`config.mk`:
```
export PLATFORM = sky130hd
export DESIGN_NAME = bez_front
export DESIGN_NICKNAME = d
export VERILOG_FILES = /design/src/rtl/bez_pkg.sv /design/src/rtl/bez_front.sv
export SDC_FILE = /design/constraint.sdc
export NUM_CORES = 1
export LEC_CHECK = 0
export BUFFER_PORTS_ARGS = -buffer_cell sky130_fd_sc_hd__clkbuf_2
export CAP_MARGIN = 20
export CELL_PAD_IN_SITES_DETAIL_PLACEMENT = 1
export CELL_PAD_IN_SITES_GLOBAL_PLACEMENT = 1
export CORE_MARGIN = 4
export CORE_UTILIZATION = 49
export CTS_BUF_LIST = sky130_fd_sc_hd__clkbuf_8
export DETAILED_ROUTE_END_ITERATION = 8
export GPL_ROUTABILITY_DRIVEN = 0
export GPL_TIMING_DRIVEN = 1
export PLACE_DENSITY_LB_ADDON = 0.1
export SLEW_MARGIN = 20
export SYNTH_ARGS = -nofsm -noshare
export SYNTH_HDL_FRONTEND = slang
export SYNTH_SLANG_ARGS = --single-unit
```
`constraint.sdc`:
```
create_clock -name clk -period 6.03 [get_ports clk]
set_input_delay 1.206 -clock clk [delete_from_list [all_inputs] [get_ports clk]]
set_output_delay 1.206 -clock clk [all_outputs]
set_load 0.05 [all_outputs]
```
`src/rtl/bez_pkg.sv`:
```
// bezier easing package: shared widths and types
// no dependencies
package bez_pkg;
  localparam int FRAC_BITS = 16;
  localparam int CODE_W = 7;
  localparam int POS_W  = FRAC_BITS + 1;
  localparam int TOL_W  = 16;
  localparam int T_BITS = 18;
  localparam int T_W    = 19;

  typedef struct packed {
    logic [CODE_W-1:0] ctrl_x1;
    logic [CODE_W-1:0] ctrl_y1;
    logic [CODE_W-1:0] ctrl_x2;
    logic [CODE_W-1:0] ctrl_y2;
    logic [POS_W-1:0]  position;
  } bez_item_t;

  typedef enum logic [0:0] {
    REG_STOP_TOL = 1'b0
  } bez_reg_t;
endpackage

```
`src/rtl/bez_front.sv`:
```
// front end: two-entry item queue between input and bisection engine
// uses bez_pkg
module bez_front import bez_pkg::*; (
  input  logic      clk,
  input  logic      rst_n,
  input  logic      in_valid,
  output logic      in_ready,
  input  bez_item_t in_item,
  output logic      q_valid,
  input  logic      q_pop,
  output bez_item_t q_item
);
  bez_item_t  mem_r [2];
  logic       wp_r, rp_r;
  logic [1:0] cnt_r;
  logic       push;

  assign in_ready = (cnt_r != 2'd2);
  assign push     = in_valid && in_ready;
  assign q_valid  = (cnt_r != 2'd0);
  assign q_item   = mem_r[rp_r];

  always_ff @(posedge clk) begin
    if (push) mem_r[wp_r] <= in_item;
    if (!rst_n) begin
      wp_r <= 1'b0; rp_r <= 1'b0; cnt_r <= 2'd0;
    end else begin
      if (push) wp_r <= ~wp_r;
      if (q_pop) rp_r <= ~rp_r;
      cnt_r <= cnt_r + {1'b0, push} - {1'b0, q_pop};
    end
  end
endmodule

```
# After elaboration in Yosys (flattened, before gate mapping)
# Memory sizes are Yosys's and may differ from the RTL's. A register that Yosys moved wholly into a read port is not among the register bits.
# Cells that the tools add are included.
[word_totals] register_bits=4 latchBits=0 mem_bits_rw=90 rom_bits=0 n_memories=1
[memory_table] name="mem_r" words=2 word_bits=45 read_ports=1 rd_ports_with_merged_regs=1 write_ports=1 line_no="bez_front.sv:13" rtl="bez_item_t mem_r [2];"
[op_classes] addsub=2 mul=0 n_div=0 n_lt_le_gt_ge=0 eq_ne=1 shift=0 muxes=4 bitwise_logic=2 n_reduce_logical=2
[ops] op="$mux W1" n=4
[ops] op="$add A2 B1 Y2" n=1
[ops] op="$ne A2 B2 Y1 const B" n=1
[ops] op="$not A1 Y1" n=2
[ops] op="$reduce_bool A2 Y1" n=1
[ops] op="$sub A2 B1 Y2" n=1
[ops] op="$logic_and A1 B1 Y1" n=1

# Logic depth before layout (Yosys ltp)
# Gate-level depths: netlist of the first run.
[depth] word_depth=4 mapped_depth=7

# Least setup slack after synthesis of the first run
# OpenSTA, ideal clock, no wires.
[synth_path] path_type="in2reg" startpoint="in in_valid" endpoint="mem mem_r[1][0] (netlist bit), enable pin" t_arrival_ns=2.332 t_required_ns=5.623 setup_slack_ns=3.290 stages=1 n_path_buf=0 cell_sequence="and3_1"
[synth_via] elab_chain_len=3
[synth_rtl] element="from (decl)" line_no="bez_front.sv:6" rtl="input logic in_valid,"
[synth_rtl] element="$logic_and A1 B1 Y1" line_no="bez_front.sv:19" rtl="assign push = in_valid && in_ready;"
[synth_rtl] element="$mux W1" line_no="bez_front.sv:24" rtl="if (push) mem_r[wp_r] <= in_item;"
[synth_rtl] element="$mux W1 (not written as such)" line_no="bez_front.sv:24"
[synth_rtl] element="to (decl)" line_no="bez_front.sv:13"
# Every way passes these cells.

==> results of run 1 <==
-- cell type report --
type | instances | area share [%]
clock buffer | 9 | 2.89
sequential | 95 | 65.4
timing repair buffer | 95 | 11.1
clock inverter | 7 | 2.04
multi-input combinational | 66 | 15.6
tap | 96 | 2.80
inverter | 2 | 0.175
-- worst register-to-register path: stages, from the launching register on --
cell	delay [ns]
dfxtp_1	0.39
nand2b_1	0.22
nand3b_1	0.14
inv_2	0.75
-- per-layer routing --
metal	share of wire, %	track usage, %	up-vias	wire length [um]
li1	-	-	858	-
met1	39	17.2	905	2550
met2	54	28.2	55	3520
met3	7.1	5.77	2	469
met4	0.44	4.76	0	29
met5	0	0	-	0
-- sequential cells by signal, indices dropped and copies added, names as in the netlist, named ones only --
name   count
mem_r     90
rp_r       1
wp_r       1
cnt_r      2
-- cells by family after synthesis --
family / count (synthesis)
DFF: 95
muxes: 46
and+or+nand+nor: 12
buffers and inverters: 7
AOI/OAI and AO/OA: 5
xor gates and xnor gates: 2
adders and majority gates: 1
-- power by group --
part | switching, mW | total [mW] | internal (mW) | leakage (nW)
Sequential | 0.0270 | 0.815 | 0.788 | 0.882
Combinational | 0.233 | 0.322 | 0.0885 | 0.643
Clock | 0.209 | 0.439 | 0.230 | 0.100
Total | 0.469 | 1.58 | 1.11 | 1.63
-- synth_stat cells (2+ instances only) --
cell type	n	share of area (%)
and2_1	3	0.53
buf_6	4	1.3
dfxtp_1	5	2.8
edfxtp_1	90	77
inv_1	2	0.21
mux2_2	45	14
nand2_1	2	0.21
nand3b_1	2	0.43
-- worst max-delay path by stage --
stage                        to  slack (ns)  depth (start not counted)
floorplan           mem_r[1][0]        3.29                          1
finish                q_item[0]        2.76                          2
global route         q_item[11]        2.61                          2
global placement      q_item[0]        3.04                          2
detailed placement    q_item[0]        3.07                          2
CTS                   q_item[0]        2.69                          2
==> flow_metrics.py, run 1 <==
metrics = {
    "layout": {
        "final_cell_mix": "95 x clkbuf_2, 90 x edfxtp_1, 45 x mux2_2, 9 x clkbuf_8, 4 x dfxtp_1",
        "final_util_pct": 62.1,
        "final_cells": 370,
        "fin_area_um2": 4290,
        "nFillCells": 661,
        "drive_gt1_share_pct": 58.4,
        "fin_nets": 319,
        "multi_input_area_um2": 671,
        "diodes": 0,
        "syn_to_final_growth_pct": 21.6,
        "layout.cells.most_common": "clkbuf_2",
        "seqCellArea_um2": 2800,
    },
    "critical_path": {
        "end_kind": "primary output",
        "r2r_start": "cnt_r[0]",
        "cp.buffers_inverters": 1,
        "critPathMaxStageDelay_ns": 1.04,
        "r2r_setup_slack_ns": 4.13,
        "crit_fanout": 45,
        "path_delay_family": "flip-flops",
        "reg2reg_to": "mem_r[0][40]",
        "critPathKind": "reg2out",
        "cp_slowest_cell": "dfxtp_2",
        "crit_arrival_ns": 2.07,
        "startpoint_type": "flop",
        "rr_worst_depth": 3,
        "crit_chain": "mux2_2 -> clkbuf_2",
        "worstPathRequired_ns": 4.82,
    },
    "global_route": {
        "grt_max_degree": 46,
        "grt_pass1_vias": 2044,
        "grt.total_usage_pct": 15.7,
        "grt_overflow": 0,
        "antenna_found_initial": 0,
        "grt_pass1_wl_um": 10100,
    },
    "cts": {
        "cts_hold_buf": 0,
        "clock_tree.buffer_depth": 2,
        "cts_resized": 0,
        "path_clk_slew_ns": 0.09,
        "cts.htree.levels": 3,
        "cts_tree": "yes",
        "cts_sinks": 95,
        "cts_made_buffers": 9,
        "clk_latency_ns": 0.34,
        "post_cts_buffers": 0,
        "cts_root_buf": "clkbuf_8",
    },
    "sta": {
        "relSlewSlack_pct": 28.7,
        "setup_ws_ns": 2.76,
        "hold_viol_final": 0,
        "worst_slew_pin_slew_ns": 1.07,
        "rsz0062_at_grt": "false",
        "setup_violations": 0,
        "finalCritPeriodShare_pct": 54.3,
        "drv_slew": 0,
        "clock-skew-final_ns": 0.00795,
        "max_freq_mhz": 305,
        "fin_hold_ws_ns": 0.596,
        "period_minus_slack_ns": 3.27,
        "setup_tns_ns": 0,
    },
    "die": {
        "fp.coreArea_um2": 6910,
        "die_w_um": 92.8,
        "die-height_um": 92.8,
        "die-area_um2": 8620,
        "rows": 30,
        "io_pins": 96,
        "start_util_pct": 51.1,
    },
    "job": {
        "maxCapViolCount": 0,
    },
    "placement": {
        "place_area_um2": 4070,
        "dp.cells": 354,
        "place_worst_setup_slack_ns": 3.07,
        "hpwl_um": 4330,
        "portBuffers": 95,
    },
    "power": {
        "vdd_drop_max_mv": 0.192,
        "power_density_nw_per_um2": 367,
        "total_power_mw": 1.58,
        "p_leak_nw": 1.63,
    },
    "logic_synthesis": {
        "ys_seq_elements": 95,
        "synth_edf_count": 90,
        "synth-main-ff-cell": "edfxtp_1",
        "synthMuxAreaShare_pct": 14.7,
        "synthAdderAreaFrac_pct": 0.355,
        "synth_xor_area_share_pct": 0.497,
        "synth_compound_area_share_pct": 1.28,
        "synth_top_family_by_area": "multiplexers",
        "synth_nets": 218,
        "synth.avg_cell_area_um2": 21.0,
        "ys_types": 23,
        "ys_async_sr_fraction_pct": 0,
        "syn_inst": 168,
        "yosys.area_share.simple_pct": 2.09,
        "yosysSeqAreaShare_pct": 79.5,
        "syn_area_um2": 3530,
        "yosysWarningCount": 0,
    },
    "hold_path": {
        "hold-path-cell-count": 2,
        "worstHoldEndpoint": "wp_r",
        "hold_path.class": "reg2reg",
        "hold_start": "wp_r",
    },
    "detailed_routing": {
        "via_per_inst": 4.92,
        "dr.pass1.iters": 4,
        "vias": 1820,
        "ant_nets": 0,
        "routed_wl_um": 6570,
        "drcViolationCount": 0,
        "initialDrtViolationCount": 64,
        "wire_per_inst_um": 17.7,
    },
    "run_status": {
        "outcome": "finished clean",
    },
}
Note: power is estimated with default switching activity, not from simulation.
==> run 2: changes to the inputs <==
--- a/config.mk
+++ b/config.mk
@@ -10,7 +10,7 @@
 export CELL_PAD_IN_SITES_DETAIL_PLACEMENT = 1
 export CELL_PAD_IN_SITES_GLOBAL_PLACEMENT = 1
 export CORE_MARGIN = 4
-export CORE_UTILIZATION = 49
+export CORE_UTILIZATION = 45
 export CTS_BUF_LIST = sky130_fd_sc_hd__clkbuf_8
 export DETAILED_ROUTE_END_ITERATION = 8
 export GPL_ROUTABILITY_DRIVEN = 0
==> constraint.sdc (replaced) <==
create_clock -name clk -period 3.1 [get_ports clk]
set_input_delay 0.62 -clock clk [delete_from_list [all_inputs] [get_ports clk]]
set_output_delay 0.62 -clock clk [all_outputs]
set_load 0.05 [all_outputs]
==> run 2 against run 1 <==
Compared with the run above:
- hold slack lost 0.14 ns
- global-route usage shrank 1.5 points
- die area grew 8.1%
- sequential power grew 93%
- critical endpoint is now q_item[23]
- sequential share of layout area shrank 0.98 points
- clock power grew 95%
- cell count grew 2.4%
- routed wire length shrank 3.9%
- via count grew 0.27%
- non-clock buffer count grew 3
- highest routed layer unchanged
==> flow_metrics.py, run 2 (synthesis gave the netlist of run 1 again) <==
metrics = {
    "layout": {
        "diodes": 0,
        "layout.cells.most_common": "clkbuf_2",
        "seqCellArea_um2": 2800,
        "final_util_pct": 56.6,
        "nFillCells": 750,
        "drive_gt1_share_pct": 58.8,
        "largest_reg_flops": 90,
        "multi_input_area_um2": 667,
        "fin_nets": 322,
        "final_cells": 379,
        "reg_top3": "mem_r x90, cnt_r x2",
        "top_register": "mem_r",
        "syn_to_final_growth_pct": 23.5,
        "final_cell_mix": "95 x clkbuf_2, 90 x edfxtp_1, 45 x mux2_2, 9 x clkbuf_8, 4 x dfxtp_1",
    },
    "sta": {
        "setup_tns_ns": 0,
        "setup_ws_ns": 0.614,
        "hold_viol_final": 0,
        "finalCritPeriodShare_pct": 80.2,
        "drv_slew": 0,
        "rsz0062_at_grt": "false",
        "worst_slew_pin_slew_ns": 0.589,
        "clock-skew-final_ns": 0.00786,
        "setup_violations": 0,
        "period_minus_slack_ns": 2.49,
        "max_freq_mhz": 402,
        "relSlewSlack_pct": 60.8,
    },
    "run_status": {
        "outcome": "finished clean",
    },
    "cts": {
        "cts_made_buffers": 9,
        "cts.htree.levels": 3,
        "cts_hold_buf": 0,
        "path_clk_slew_ns": 0.09,
        "clock_tree.buffer_depth": 2,
        "cts_tree": "yes",
        "cts_sinks": 95,
        "cts_resized": 0,
        "clk_latency_ns": 0.35,
        "cts_root_buf": "clkbuf_8",
        "post_cts_buffers": 0,
    },
    "critical_path": {
        "crit_chain": "buf_12 -> mux2_2 -> clkbuf_2",
        "path_delay_family": "flip-flops",
        "critPathMaxStageDelay_ns": 0.64,
        "end_kind": "primary output",
        "crit_arrival_ns": 1.87,
        "worstPathRequired_ns": 2.48,
        "startpoint_type": "flop",
        "critPathKind": "reg2out",
        "cp.buffers_inverters": 2,
        "crit_fanout": 28,
        "cp_slowest_cell": "dfxtp_2",
    },
    "detailed_routing": {
        "routed_wl_um": 6310,
        "wire_per_inst_um": 16.7,
        "dr.pass1.iters": 2,
        "initialDrtViolationCount": 55,
        "via_per_inst": 4.82,
        "drcViolationCount": 0,
        "ant_nets": 0,
        "vias": 1825,
    },
    "hold_path": {
        "hold_path.class": "in2reg",
    },
    "global_route": {
        "grt_max_degree": 29,
        "busiest_layer": "met2",
        "grt_overflow": 0,
        "met2_usage_pct": 23.3,
        "grt_pass1_wl_um": 9450,
        "antenna_found_initial": 0,
        "grt_use_met1_pct": 17.2,
        "met3_usage_pct": 4.11,
        "grt_pass1_vias": 1915,
        "grt.total_usage_pct": 14.2,
    },
    "placement": {
        "portBuffers": 95,
        "dp.cells": 363,
        "hpwl_um": 4310,
        "place_worst_setup_slack_ns": 0.963,
    },
    "die": {
        "io_pins": 96,
        "fp.coreArea_um2": 7690,
        "rows": 32,
        "die_w_um": 96.5,
        "start_util_pct": 45.9,
        "die-area_um2": 9320,
        "die-height_um": 96.5,
    },
    "power": {
        "vdd_drop_max_mv": 0.391,
        "power_density_nw_per_um2": 708,
        "p_leak_nw": 1.66,
    },
    "job": {
        "maxCapViolCount": 0,
    },
}
run 2: final cells by class:
class,instances,share of cell area (%)
Timing Repair Buffer,98,12.3
Clock buffer,9,2.84
Tap cell,102,2.93
Multi-Input combinational cell,66,15.3
Clock inverter,7,2.04
Sequential cell,95,64.4
Inverter,2,0.172
run 2: power breakdown:
part / leakage, nW / switching [mW] / internal [mW]
clock network: 0.108 / 0.406 / 0.449
logic: 0.670 / 0.469 / 0.187
registers: 0.882 / 0.0390 / 1.53
run 2: per-stage QoR:
| step | hold WS (ns) | cell area [um2] | total power, mW |
|---|---|---|---|
| after detailed placement | 0.567 | 4140 | 2.27 |
| after floorplan | 0.518 | 3530 | 2.09 |
| final | 0.452 | 4350 | 3.08 |
| after CTS | 0.434 | 4350 | 3.12 |
| after global placement | 0.557 | 4140 | 2.26 |
| after global routing | 0.432 | 4350 | 3.21 |
run 2: per-layer routing:
| metal | share of wire (%) | vias to the layer above |
|---|---|---|
| met5 | 0 | - |
| met1 | 42 | 891 |
| met2 | 50 | 56 |
| met3 | 5.8 | 11 |
| met4 | 1.8 | 0 |
| li1 | - | 867 |
run 2: worst paths after layout:
| path | cells past startpoint | end | slack (ns) | start |
|---|---|---|---|---|
| setup / recovery | 3 | q_item[23] | 0.61 | flop |
| hold / removal | 1 | mem_r[0][38] | 0.45 | in_item[38] |
| setup reg to reg | 3 | mem_r[1][40] | 1.29 | cnt_r[0] |
| hold reg to reg | 2 | flop | 0.58 | rp_r |
